File: src/design/mva_pkg.sv
// Shared types and constants for the MIDI voice allocator.
package mva_pkg;

  localparam int VOICES      = 18;
  localparam int AGE_BITS    = 32;
  localparam int VOICE_IDX_W = 5;
  localparam int CHAN_W      = 5;
  localparam int NOTE_W      = 7;
  localparam int VEL_W       = 7;
  localparam int OP_W        = 2;

  localparam logic [CHAN_W-1:0] CHANNEL_MAX = CHAN_W'(16);

  typedef enum logic [OP_W-1:0] {
    OP_NOTE_ON  = 2'd0,
    OP_NOTE_OFF = 2'd1,
    OP_CHAN_OFF = 2'd2,
    OP_ALL_OFF  = 2'd3
  } mva_op_t;

  typedef logic [VOICE_IDX_W-1:0] voice_idx_t;
  typedef logic [AGE_BITS-1:0]    age_t;
  typedef logic [VOICES-1:0]      voice_mask_t;

  // One voice slot as seen by the scan.
  typedef struct packed {
    logic              busy;
    logic [NOTE_W-1:0] note;
    logic [CHAN_W-1:0] channel;
    age_t              age;
  } voice_entry_t;

  // Update request to the voice table: key on (set) or key off (clear).
  typedef struct packed {
    logic              set_en;
    logic              clr_en;
    voice_idx_t        idx;
    logic [NOTE_W-1:0] note;
    logic [CHAN_W-1:0] channel;
    age_t              age;
  } table_cmd_t;

endpackage

File: src/design/mva_in_if.sv
// Event channel: one MIDI event per beat.
interface mva_in_if;
  logic                       valid;
  logic                       ready;
  logic [mva_pkg::OP_W-1:0]   operation;
  logic [mva_pkg::CHAN_W-1:0] midi_channel;
  logic [mva_pkg::NOTE_W-1:0] note_number;
  logic [mva_pkg::VEL_W-1:0]  velocity;

  modport source (output valid, operation, midi_channel, note_number, velocity,
                  input ready);
  modport sink   (input valid, operation, midi_channel, note_number, velocity,
                  output ready);
endinterface

File: src/design/mva_out_if.sv
// Result channel: one allocation result per beat.
interface mva_out_if;
  logic                            valid;
  logic                            ready;
  logic                            assigned_valid;
  logic [mva_pkg::VOICE_IDX_W-1:0] assigned_voice;
  logic                            voice_stolen;
  logic [mva_pkg::VOICES-1:0]      released_mask;

  modport source (output valid, assigned_valid, assigned_voice, voice_stolen,
                  released_mask, input ready);
  modport sink   (input valid, assigned_valid, assigned_voice, voice_stolen,
                  released_mask, output ready);
endinterface

File: src/design/midi_voice_allocator_unit.sv
// Top level of the MIDI voice allocator: event sequencer and voice scan.
//
//  channel | dir | beat content
//  --------+-----+-------------------------------------------------------
//  in_ch   | in  | operation, midi_channel, note_number, velocity
//  out_ch  | out | assigned_valid, assigned_voice, voice_stolen, released_mask
//
// A note on passes through accept, a scan of every voice, commit and result;
// the result holds until it is taken. A key-off event skips the commit.
// The voice scan reads one table slot per cycle and runs it through a single
// shared age comparator and match logic.
// An event on an invalid channel (other than all notes off) skips the scan.
// Synchronous active-low reset frees all voices and clears the age counter.
// in_ch.ready is high only while idle; a stalled result holds until taken.
module midi_voice_allocator_unit (
  input  logic      clk,
  input  logic      rst_n,
  mva_in_if.sink    in_ch,
  mva_out_if.source out_ch
);
  import mva_pkg::*;

  typedef enum logic [1:0] {
    ST_IDLE,
    ST_SCAN,
    ST_COMMIT,
    ST_OUT
  } state_t;

  // Control
  state_t     state_r, state_nxt;
  voice_idx_t idx_r, idx_nxt;
  age_t       age_ctr_r, age_ctr_nxt;
  logic       free_found_r, free_found_nxt;

  // Latched event and scan results
  mva_op_t           op_r, op_nxt;
  logic [CHAN_W-1:0] ch_r, ch_nxt;
  logic [NOTE_W-1:0] note_r, note_nxt;
  voice_mask_t       mask_r, mask_nxt;
  voice_idx_t        free_idx_r, free_idx_nxt;
  voice_idx_t        best_idx_r, best_idx_nxt;
  age_t              best_age_r, best_age_nxt;

  // Result registers
  logic        out_assigned_r, out_assigned_nxt;
  voice_idx_t  out_voice_r, out_voice_nxt;
  logic        out_stolen_r, out_stolen_nxt;
  voice_mask_t out_mask_r, out_mask_nxt;

  voice_entry_t ent;
  table_cmd_t   cmd;

  mva_op_t    in_op;
  logic       in_ch_ok;
  logic       hit;
  logic       age_lt;
  logic       last_voice;
  voice_idx_t pick;

  mva_voice_table u_table (
    .clk      (clk),
    .rst_n    (rst_n),
    .rd_idx   (idx_r),
    .rd_entry (ent),
    .cmd      (cmd)
  );

  // Note on with zero velocity is a note off.
  always_comb begin
    in_op = mva_op_t'(in_ch.operation);
    if (in_op == OP_NOTE_ON && in_ch.velocity == '0) begin
      in_op = OP_NOTE_OFF;
    end
  end

  assign in_ch_ok   = (in_ch.midi_channel != '0) && (in_ch.midi_channel <= CHANNEL_MAX);
  assign last_voice = (idx_r == VOICE_IDX_W'(VOICES - 1));

  // Shared age comparator: oldest voice, strict less keeps the lowest index.
  assign age_lt = (ent.age < best_age_r);

  // Key-off match for the slot under the scan.
  always_comb begin
    hit = 1'b0;
    case (op_r)
      OP_ALL_OFF:  hit = ent.busy;
      OP_CHAN_OFF: hit = ent.busy && (ent.channel == ch_r);
      OP_NOTE_OFF: hit = ent.busy && (ent.channel == ch_r) && (ent.note == note_r);
      default:     hit = 1'b0;
    endcase
  end

  assign pick = free_found_r ? free_idx_r : best_idx_r;

  always_comb begin
    state_nxt        = state_r;
    idx_nxt          = idx_r;
    age_ctr_nxt      = age_ctr_r;
    free_found_nxt   = free_found_r;
    op_nxt           = op_r;
    ch_nxt           = ch_r;
    note_nxt         = note_r;
    mask_nxt         = mask_r;
    free_idx_nxt     = free_idx_r;
    best_idx_nxt     = best_idx_r;
    best_age_nxt     = best_age_r;
    out_assigned_nxt = out_assigned_r;
    out_voice_nxt    = out_voice_r;
    out_stolen_nxt   = out_stolen_r;
    out_mask_nxt     = out_mask_r;
    cmd              = '0;

    unique case (state_r)
      ST_IDLE: begin
        if (in_ch.valid) begin
          op_nxt         = in_op;
          ch_nxt         = in_ch.midi_channel;
          note_nxt       = in_ch.note_number;
          idx_nxt        = '0;
          mask_nxt       = '0;
          free_found_nxt = 1'b0;
          if (in_op != OP_ALL_OFF && !in_ch_ok) begin
            // drop: no state change, all-zero result
            out_assigned_nxt = 1'b0;
            out_voice_nxt    = '0;
            out_stolen_nxt   = 1'b0;
            out_mask_nxt     = '0;
            state_nxt        = ST_OUT;
          end else begin
            state_nxt = ST_SCAN;
          end
        end
      end

      ST_SCAN: begin
        if (op_r == OP_NOTE_ON) begin
          // track lowest free slot and oldest slot, busy or not
          if (!ent.busy && !free_found_r) begin
            free_found_nxt = 1'b1;
            free_idx_nxt   = idx_r;
          end
          if (idx_r == '0 || age_lt) begin
            best_idx_nxt = idx_r;
            best_age_nxt = ent.age;
          end
        end else if (hit) begin
          cmd.clr_en = 1'b1;
          cmd.idx    = idx_r;
          mask_nxt   = mask_r | (voice_mask_t'(1) << idx_r);
        end

        if (last_voice) begin
          if (op_r == OP_NOTE_ON) begin
            state_nxt = ST_COMMIT;
          end else begin
            out_assigned_nxt = 1'b0;
            out_voice_nxt    = '0;
            out_stolen_nxt   = 1'b0;
            out_mask_nxt     = mask_nxt;
            state_nxt        = ST_OUT;
          end
        end else begin
          idx_nxt = idx_r + VOICE_IDX_W'(1);
        end
      end

      ST_COMMIT: begin
        age_ctr_nxt      = age_ctr_r + AGE_BITS'(1);
        cmd.set_en       = 1'b1;
        cmd.idx          = pick;
        cmd.note         = note_r;
        cmd.channel      = ch_r;
        cmd.age          = age_ctr_nxt;
        out_assigned_nxt = 1'b1;
        out_voice_nxt    = pick;
        out_stolen_nxt   = !free_found_r;
        out_mask_nxt     = free_found_r ? '0 : (voice_mask_t'(1) << pick);
        state_nxt        = ST_OUT;
      end

      ST_OUT: begin
        // hold the result until the sink takes the beat
        if (out_ch.ready) begin
          state_nxt = ST_IDLE;
        end
      end

      default: state_nxt = ST_IDLE;
    endcase
  end

  always_ff @(posedge clk) begin
    op_r           <= op_nxt;
    ch_r           <= ch_nxt;
    note_r         <= note_nxt;
    mask_r         <= mask_nxt;
    free_idx_r     <= free_idx_nxt;
    best_idx_r     <= best_idx_nxt;
    best_age_r     <= best_age_nxt;
    out_assigned_r <= out_assigned_nxt;
    out_voice_r    <= out_voice_nxt;
    out_stolen_r   <= out_stolen_nxt;
    out_mask_r     <= out_mask_nxt;
    if (!rst_n) begin
      state_r      <= ST_IDLE;
      idx_r        <= '0;
      age_ctr_r    <= '0;
      free_found_r <= 1'b0;
    end else begin
      state_r      <= state_nxt;
      idx_r        <= idx_nxt;
      age_ctr_r    <= age_ctr_nxt;
      free_found_r <= free_found_nxt;
    end
  end

  assign in_ch.ready           = (state_r == ST_IDLE);
  assign out_ch.valid          = (state_r == ST_OUT);
  assign out_ch.assigned_valid = out_assigned_r;
  assign out_ch.assigned_voice = out_voice_r;
  assign out_ch.voice_stolen   = out_stolen_r;
  assign out_ch.released_mask  = out_mask_r;

`ifndef ASSERT_OFF
  a_ready_excl: assert property (@(posedge clk) disable iff (!rst_n)
    in_ch.ready |-> !out_ch.valid)
    else $error("input ready while a result is pending");

  a_steal_mask: assert property (@(posedge clk) disable iff (!rst_n)
    (out_ch.valid && out_ch.voice_stolen) |->
      (out_ch.assigned_valid && $onehot(out_ch.released_mask)))
    else $error("stolen voice without a single released bit");

  a_free_mask: assert property (@(posedge clk) disable iff (!rst_n)
    (out_ch.valid && out_ch.assigned_valid && !out_ch.voice_stolen) |->
      (out_ch.released_mask == '0))
    else $error("free voice assignment released voices");

  a_idx_range: assert property (@(posedge clk) disable iff (!rst_n)
    idx_r <= VOICE_IDX_W'(VOICES - 1))
    else $error("scan index beyond last voice");

  a_age_step: assert property (@(posedge clk) disable iff (!rst_n)
    (state_r != ST_COMMIT) |=> (age_ctr_r == $past(age_ctr_r)))
    else $error("age counter moved outside commit");
`endif

endmodule

File: src/design/mva_voice_table.sv
// Per-voice state: busy flags plus note, channel and start age of each slot.
module mva_voice_table (
  input  logic                  clk,
  input  logic                  rst_n,
  input  mva_pkg::voice_idx_t   rd_idx,
  output mva_pkg::voice_entry_t rd_entry,
  input  mva_pkg::table_cmd_t   cmd
);
  import mva_pkg::*;

  voice_mask_t       busy_r;
  logic [NOTE_W-1:0] note_r [VOICES];
  logic [CHAN_W-1:0] chan_r [VOICES];
  age_t              age_r  [VOICES];

  always_ff @(posedge clk) begin
    if (!rst_n) begin
      busy_r <= '0;
    end else if (cmd.set_en) begin
      busy_r[cmd.idx] <= 1'b1;
    end else if (cmd.clr_en) begin
      busy_r[cmd.idx] <= 1'b0;
    end
    // released slots keep their note, channel and age
    if (cmd.set_en) begin
      note_r[cmd.idx] <= cmd.note;
      chan_r[cmd.idx] <= cmd.channel;
      age_r[cmd.idx]  <= cmd.age;
    end
  end

  assign rd_entry.busy    = busy_r[rd_idx];
  assign rd_entry.note    = note_r[rd_idx];
  assign rd_entry.channel = chan_r[rd_idx];
  assign rd_entry.age     = age_r[rd_idx];

endmodule
File: src/flat_wrapper.sv
// flat-port wrapper written by rule: the top's interface ports become plain ports
module midi_voice_allocator_unit_flat import mva_pkg::*;
  (clk, rst_n, in_ch_valid, in_ch_operation, in_ch_midi_channel, in_ch_note_number, in_ch_velocity, in_ch_ready, out_ch_valid, out_ch_assigned_valid, out_ch_assigned_voice, out_ch_voice_stolen, out_ch_released_mask, out_ch_ready);
  mva_in_if in_ch_i ();
  mva_out_if out_ch_i ();
  input  logic clk;
  input  logic rst_n;
  input wire logic [$bits(in_ch_i.valid)-1:0] in_ch_valid;
  input wire logic [$bits(in_ch_i.operation)-1:0] in_ch_operation;
  input wire logic [$bits(in_ch_i.midi_channel)-1:0] in_ch_midi_channel;
  input wire logic [$bits(in_ch_i.note_number)-1:0] in_ch_note_number;
  input wire logic [$bits(in_ch_i.velocity)-1:0] in_ch_velocity;
  output wire logic [$bits(in_ch_i.ready)-1:0] in_ch_ready;
  output wire logic [$bits(out_ch_i.valid)-1:0] out_ch_valid;
  output wire logic [$bits(out_ch_i.assigned_valid)-1:0] out_ch_assigned_valid;
  output wire logic [$bits(out_ch_i.assigned_voice)-1:0] out_ch_assigned_voice;
  output wire logic [$bits(out_ch_i.voice_stolen)-1:0] out_ch_voice_stolen;
  output wire logic [$bits(out_ch_i.released_mask)-1:0] out_ch_released_mask;
  input wire logic [$bits(out_ch_i.ready)-1:0] out_ch_ready;
  assign in_ch_i.valid = in_ch_valid;
  assign in_ch_i.operation = in_ch_operation;
  assign in_ch_i.midi_channel = in_ch_midi_channel;
  assign in_ch_i.note_number = in_ch_note_number;
  assign in_ch_i.velocity = in_ch_velocity;
  assign in_ch_ready = in_ch_i.ready;
  assign out_ch_valid = out_ch_i.valid;
  assign out_ch_assigned_valid = out_ch_i.assigned_valid;
  assign out_ch_assigned_voice = out_ch_i.assigned_voice;
  assign out_ch_voice_stolen = out_ch_i.voice_stolen;
  assign out_ch_released_mask = out_ch_i.released_mask;
  assign out_ch_i.ready = out_ch_ready;
  midi_voice_allocator_unit u_core (.clk(clk), .rst_n(rst_n), .in_ch(in_ch_i), .out_ch(out_ch_i));
endmodule
File: config.mk
export PLATFORM = sky130hd
export DESIGN_NAME = midi_voice_allocator_unit_flat
export DESIGN_NICKNAME = d
export VERILOG_FILES = /design/src/design/mva_pkg.sv /design/src/design/mva_in_if.sv /design/src/design/mva_out_if.sv /design/src/design/midi_voice_allocator_unit.sv /design/src/design/mva_voice_table.sv /design/src/flat_wrapper.sv
export SDC_FILE = /design/constraint.sdc
export NUM_CORES = 1
export LEC_CHECK = 0
export BUFFER_PORTS_ARGS = -buffer_cell sky130_fd_sc_hd__buf_2
export CELL_PAD_IN_SITES_DETAIL_PLACEMENT = 1
export CELL_PAD_IN_SITES_GLOBAL_PLACEMENT = 2
export CORE_MARGIN = 10
export CORE_UTILIZATION = 47
export CTS_BUF_LIST = sky130_fd_sc_hd__clkbuf_16
export CTS_CLUSTER_DIAMETER = 200
export DETAILED_ROUTE_END_ITERATION = 10
export GPL_TIMING_DRIVEN = 0
export PLACE_DENSITY = 0.8
export REMOVE_ABC_BUFFERS = 1
export SLEW_MARGIN = 0
export SYNTH_ARGS = -nofsm -noshare
export SYNTH_HDL_FRONTEND = slang
export SYNTH_SLANG_ARGS = --single-unit
export TNS_END_PERCENT = 5
File: constraint.sdc
create_clock -name clk -period 9.2 [get_ports clk]
set_input_delay 0.92 -clock clk [delete_from_list [all_inputs] [get_ports clk]]
set_output_delay 0.92 -clock clk [all_outputs]
set_load 0.02 [all_outputs]
# [After elaboration in Yosys (flattened, before gate mapping)]
# Memory sizes are Yosys's and may differ from the RTL's. A register that Yosys moved wholly into a read port is not among the register bits.
# Index checks and enable logic that the tools add are counted.
[word_totals] register_bits=157 ram_bits=792 mem_count=3
[classes] n_addsub=2 magnitude_cmp=5 eq_ne=18 n_shift=2 n_mux=57 bitwise_logic=4 reduce_logical=28
[mem_list] memory="u_core.u_table.age_r" depth=18 word_bits=32 rd=1 rd_ports_with_merged_regs=1 wr=1 line="mva_voice_table.sv:14" text="age_t age_r [VOICES];"
[mem_list] memory="u_core.u_table.note_r" depth=18 word_bits=7 rd=1 rd_ports_with_merged_regs=1 wr=1 line="mva_voice_table.sv:12" text="logic [NOTE_W-1:0] note_r [VOICES];"
[mem_list] memory="u_core.u_table.chan_r" depth=18 word_bits=5 rd=1 rd_ports_with_merged_regs=1 wr=1 line="mva_voice_table.sv:13" text="logic [CHAN_W-1:0] chan_r [VOICES];"
[op_table] op="18-bit 2-to-1 mux" n=10
[op_table] op="5-bit 2-to-1 mux" n=13
[op_table] op="18-bit case mux with 3 select lines" n=1
[op_table] op="44-bit 2-to-1 mux" n=1
[op_table] op="18-bit OR" n=2
[op_table] op="18-bit case mux with 2 select lines" n=1
[op_table] op="1-bit by 5-bit << shifter with 18-bit output, first input constant" n=2
[op_table] op="32-bit by 1-bit adder with 32-bit output, second input constant" n=1
[op_table] op="32-bit less-than comparator" n=1
[op_table] op="5-bit case mux with 2 select lines" n=2
[op_table] op="18-bit bitwise AND" n=1
[op_table] op="18-bit inverter" n=1
[op_table] op="5-bit case mux with 3 select lines" n=1
[op_table] op="1-bit 2-to-1 mux" n=14
[op_table] op="5-bit by 6-bit less-than comparator with 1-bit output, second input constant" n=2
[op_table] op="6-bit 2-to-1 mux" n=2
[op_table] op="3-bit AND reduction" n=4
[op_table] op="2-bit 2-to-1 mux" n=5
[op_table] op="2-bit by 1-bit inequality test with 1-bit output, second input constant" n=5
[op_table] op="1-bit case mux with 3 select lines" n=3
[op_table] op="2-bit equality test, second input constant" n=4
[op_table] op="2-bit inequality test, second input constant" n=4
[op_table] op="2-bit case mux with 4 select lines" n=1
[op_table] op="7-bit equality test" n=1
[op_table] op="21 further kinds" n=34

# [Depth between registers and ports, before layout]
[depth] word_depth=16 mapped_depth=22 ltp_nobuf=15

# [By module]
# From an unflattened synthesis, not the netlist that was laid out.
[unflattened] hier_cells=2210 hier_area_um2=38594.5
[by_module_without_submodules] mod="mva_voice_table" instances=1 cells_each=1470 area_per_inst_um2=31148.6 seq_area_each_um2=24143.2
[by_module_without_submodules] mod="midi_voice_allocator_unit" instances=1 cells_each=740 area_per_inst_um2=7445.9 seq_area_each_um2=3773.6

# [Worst setup path before layout]
# No wires, ideal clock.
[synth_timing] path_kind="register -> register" startpoint="register with a tool-made name" endpoint="register u_core.best_age_r[0] (enable)" setup_ns=0.483 arrival_ns=7.351 required_ns=8.717 path_slack_ns=1.367 path_stages_with_launch=23 n_path_buf=7 cell_sequence="dfxtp_1 buf_6 buf_6 buf_8 buf_6 buf_4 clkbuf_1 buf_1 mux4_2 mux4_2 nand2_1 o21ai_0 ha_1 a21o_1 a21o_1 a21o_1 a21o_1 a21o_1 a21o_1 a21oi_1 o311a_1 a211oi_1 o21ai_0"
[synth_rtl] element="end signal: assignment" line="midi_voice_allocator_unit.sv:200" text="best_age_r <= best_age_nxt;"
[synth_rtl] element="end: declaration" line="midi_voice_allocator_unit.sv:43" text="age_t best_age_r, best_age_nxt;"

==> summary.md <==
| Metric | Value |
|---|---|
| Worst-Margin Slew | 1.311 ns |
| Setup Viol. Count Final | 0 |
| FF-to-FF path depth | 13 |
| Clk sinks | 954 |
| Initial antenna violation count | 0 |
| Cts hold-fix bufs | 0 |
| Placed insts | 3244 |
| Buffers on Ports | 51 |
| R2R Path End | u_core.u_table.age_r[14][10] |
| Outcome | finished clean |
| EDFF count, synth | 891 |
| Most area-consuming cells after synthesis | edfxtp_1 69%, mux4_2 11%, dfxtp_1 3.2%, mux2i_1 2.4%, nor2_1 1.4% |
| Max-Cap Viols | 0 |
| Top FF cell, synth | edfxtp_1 |
| Yosys top cell by area | edfxtp_1 |
| Setup Total Neg Slack | 0 ns |
| Pwr Density | 244.0 nW/um2 |
| Nets | 2340 |
| Die Area | 94550 um2 |
| Grt ovf | 0 |
| Worst hold path type | in2reg |
| Clock Tree Root | clkbuf_16 |
| CTS tree | done |
| VDD IR max | 0.2759 mV |
| Post-DP HPWL | 60.76 mm |
| Highest clock rate | 153.0 MHz |
| Synth Register Bits | 954 |
| Final hold violation count | 0 |
| Number of DRC markers in iteration 0 | 1908 |
| Fin cells | 3427 |
| Syn Area/Cell | 18.08 um2 |
| Starting density of the core | 47.38% |
| Hold Crit Depth | 1 |
| Vias in the first global route | 22230 |
| Worst slew margin | 12.49% |
| Chip Width | 307.5 um |
| Hold Crit Start | in_ch_note_number[1] |
| Synth top area share | 68.88% |
| First-pass GRT wire length | 146.1 mm |
| Total power | 10.91 mW |
| Minimum clock period | 6.537 ns |
| Layout Cell Area excl Fill | 44710 um2 |
| Drt via density | 6.011 |
| Slew Limit Fails | 0 |
| Synth Instances | 2149 |
| Layout cells sized above 1 | 22.15% |
| RSZ-0062 raised after global routing | false |
| Max Root-Sink Buffers | 3 |
| R2R Setup Slk | 2.66 ns |
| Post-route setup slack | 2.663 ns |
| Via count | 20600 |
| Pleak | 13.46 nW |
| Drt total wl | 98.50 mm |
| Ys async rst share | 0% |
| Critical Path RT | 9.55 ns |
| Worst Hold Path EP | u_core.note_r[1] |
| Worst setup SP type | register |
| Final setup skew | 0.02457 ns |
| Postcts setup bufs | 0 |
| Final ANT Viol Nets | 0 |
| Synth Warn # | 0 |
| Crit. End Element | register |
| Largest net degree at the start of global routing | 58 |
| Post-synth top cells | 891 x edfxtp_1, 193 x mux4_2, 147 x nor2_1 |
| Clk Latency, worst-skew pair | 0.66 ns |
| Clock H-tree levels | 3 |
| Post-placement cell area | 41420 um2 |
| DRC Markers | 0 |
| Layout fillers | 7353 |
| Post-place setup slack | 2.716 ns |
| GRT Total Usage | 20.71% |
| Routability congestion estimate | 0.8212 |
| Avg WL per Cell | 28.74 um |
| Seq/Total Area, Yosys | 72.13% |
| Fin Hold WS | 0.4445 ns |
| Synth cell types | 86 |
| Critical path class | reg2reg |
| Inserted Diodes | 0 |
| Rows | 105 |
| Clk slew on worst S/H paths | 0.06 ns |
| Arr. time, crit path | 6.89 ns |
| Die height | 307.5 um |
| Tcrit/Tclk final | 71.06% |
| Post-Route Utilization | 54.54% |
| Syn-to-layout area delta | 15.10% |
| Detailed Routing Iterations Pass 1 | 5 |
| Core Area | 81980 um2 |
| Post-CTS sizing | 0 |
| Max Fanout on Critical Path | 46 |
| Count leader, synth | edfxtp_1 |
| Number of buffers created by CTS | 97 |
| Cell area after synthesis | 38840 um2 |
| I/O pins | 52 |
report_power, final:
part           internal (mW)  total [mW]  switching [mW]
Sequential              5.09        5.20           0.113
Clock                   2.40        4.07            1.67
Combinational          0.615        1.64            1.02
Total                   8.10        10.9            2.81
logic make-up (layout without fill, tap and decap cells):
kind of cell             after synthesis  in the layout  synth area share [%]
AO/OA/AOI/OAI                        210            210                 4.030
XOR/XNOR                              78             78                 1.759
adder cells (fa/ha/maj)               42             42                 1.353
buffers and inverters                164            372                 1.891
flip-flops                           954            954                 72.13
multiplexers                         301            301                 14.01
AND/OR/NAND/NOR                      400            400                 4.828
critical path, cell delays in order (launching register included):
cell	delay (ns)
dfxtp_4	0.86
buf_16	0.36
buf_16	0.29
mux4_2	0.54
mux2_2	0.30
a221oi_1	0.33
xnor2_1	0.34
a41oi_2	0.47
o41ai_4	0.76
nand2_1	0.16
or2_1	0.47
nor2_4	0.79
buf_12	0.30
buf_16	0.19
metal layers:
layer | routed length (um) | global-route usage [%] | part of all wire [%]
met1 | 41760 | 28.34 | 42
met2 | 48290 | 33.72 | 49
met3 | 5809 | 3.326 | 5.9
met4 | 2638 | 6.717 | 2.7
met5 | 0 | 0 | 0
cell usage in the layout, fill, tap and decap left out, types with 10 or more instances in the layout:
cell type    n
mux4_2     193
nor2_1     137
o21a_1      27
buf_8       11
o21ai_0     45
xnor2_1     39
nand2_1     99
xor2_1      39
bufinv_16   17
a21o_1      16
nand3_1     30
ha_1        41
buf_2       52
mux2_2      11
dfxtp_1     60
a31oi_1     15
and2_1      20
clkinv_2    20
and3_1      13
nand4_1     16
nor2b_1     10
inv_1       67
clkinv_1    27
nor2_4      10
buf_12      22
edfxtp_1   891
buf_16      16
a21oi_1     27
buf_6       22
mux2i_1     95
clkbuf_16   97
nor4_1      11
nor3_1      15
flip-flops by register name (all words and copies together), names as in the netlist, named ones only:
register / cells
u_core.out_ch.assigned_voice: 5
u_core.out_ch.voice_stolen: 1
u_core.u_table.note_r: 126
u_core.best_age_r: 32
u_core.best_idx_r: 5
u_core.op_r: 2
u_core.mask_r: 18
u_core.out_ch.assigned_valid: 1
u_core.out_ch.released_mask: 18
u_core.u_table.chan_r: 90
u_core.idx_r: 5
u_core.note_r: 7
u_core.age_ctr_r: 32
u_core.state_r: 2
u_core.ch_r: 5
u_core.u_table.age_r: 576
u_core.free_found_r: 1
u_core.free_idx_r: 5
cell type report:
type	instances	area, um2	area share (%)
Sequential cell	954	28030	62.69
Multi-Input combinational cell	1031	10230	22.87
Clock buffer	97	2427	5.429
Timing Repair Buffer	126	1577	3.526
Tap cell	1070	1339	2.994
Clock inverter	86	868.3	1.942
Inverter	63	245.2	0.5485
worst max path at each step:
stage | startpoint | end | slack [ns] | depth (start not counted)
floorplan | register | u_core.u_table.age_r[3][0] | -5.12 | 9
global placement | register | u_core.u_table.age_r[3][19] | -16.02 | 8
detailed placement | register | u_core.u_table.age_r[14][10] | 2.72 | 13
CTS | register | u_core.u_table.age_r[14][10] | 2.70 | 13
global route | register | u_core.u_table.age_r[14][10] | 2.41 | 13
finish | register | u_core.u_table.age_r[14][10] | 2.66 | 13
No activity file was read; power rests on OpenSTA's default activity.
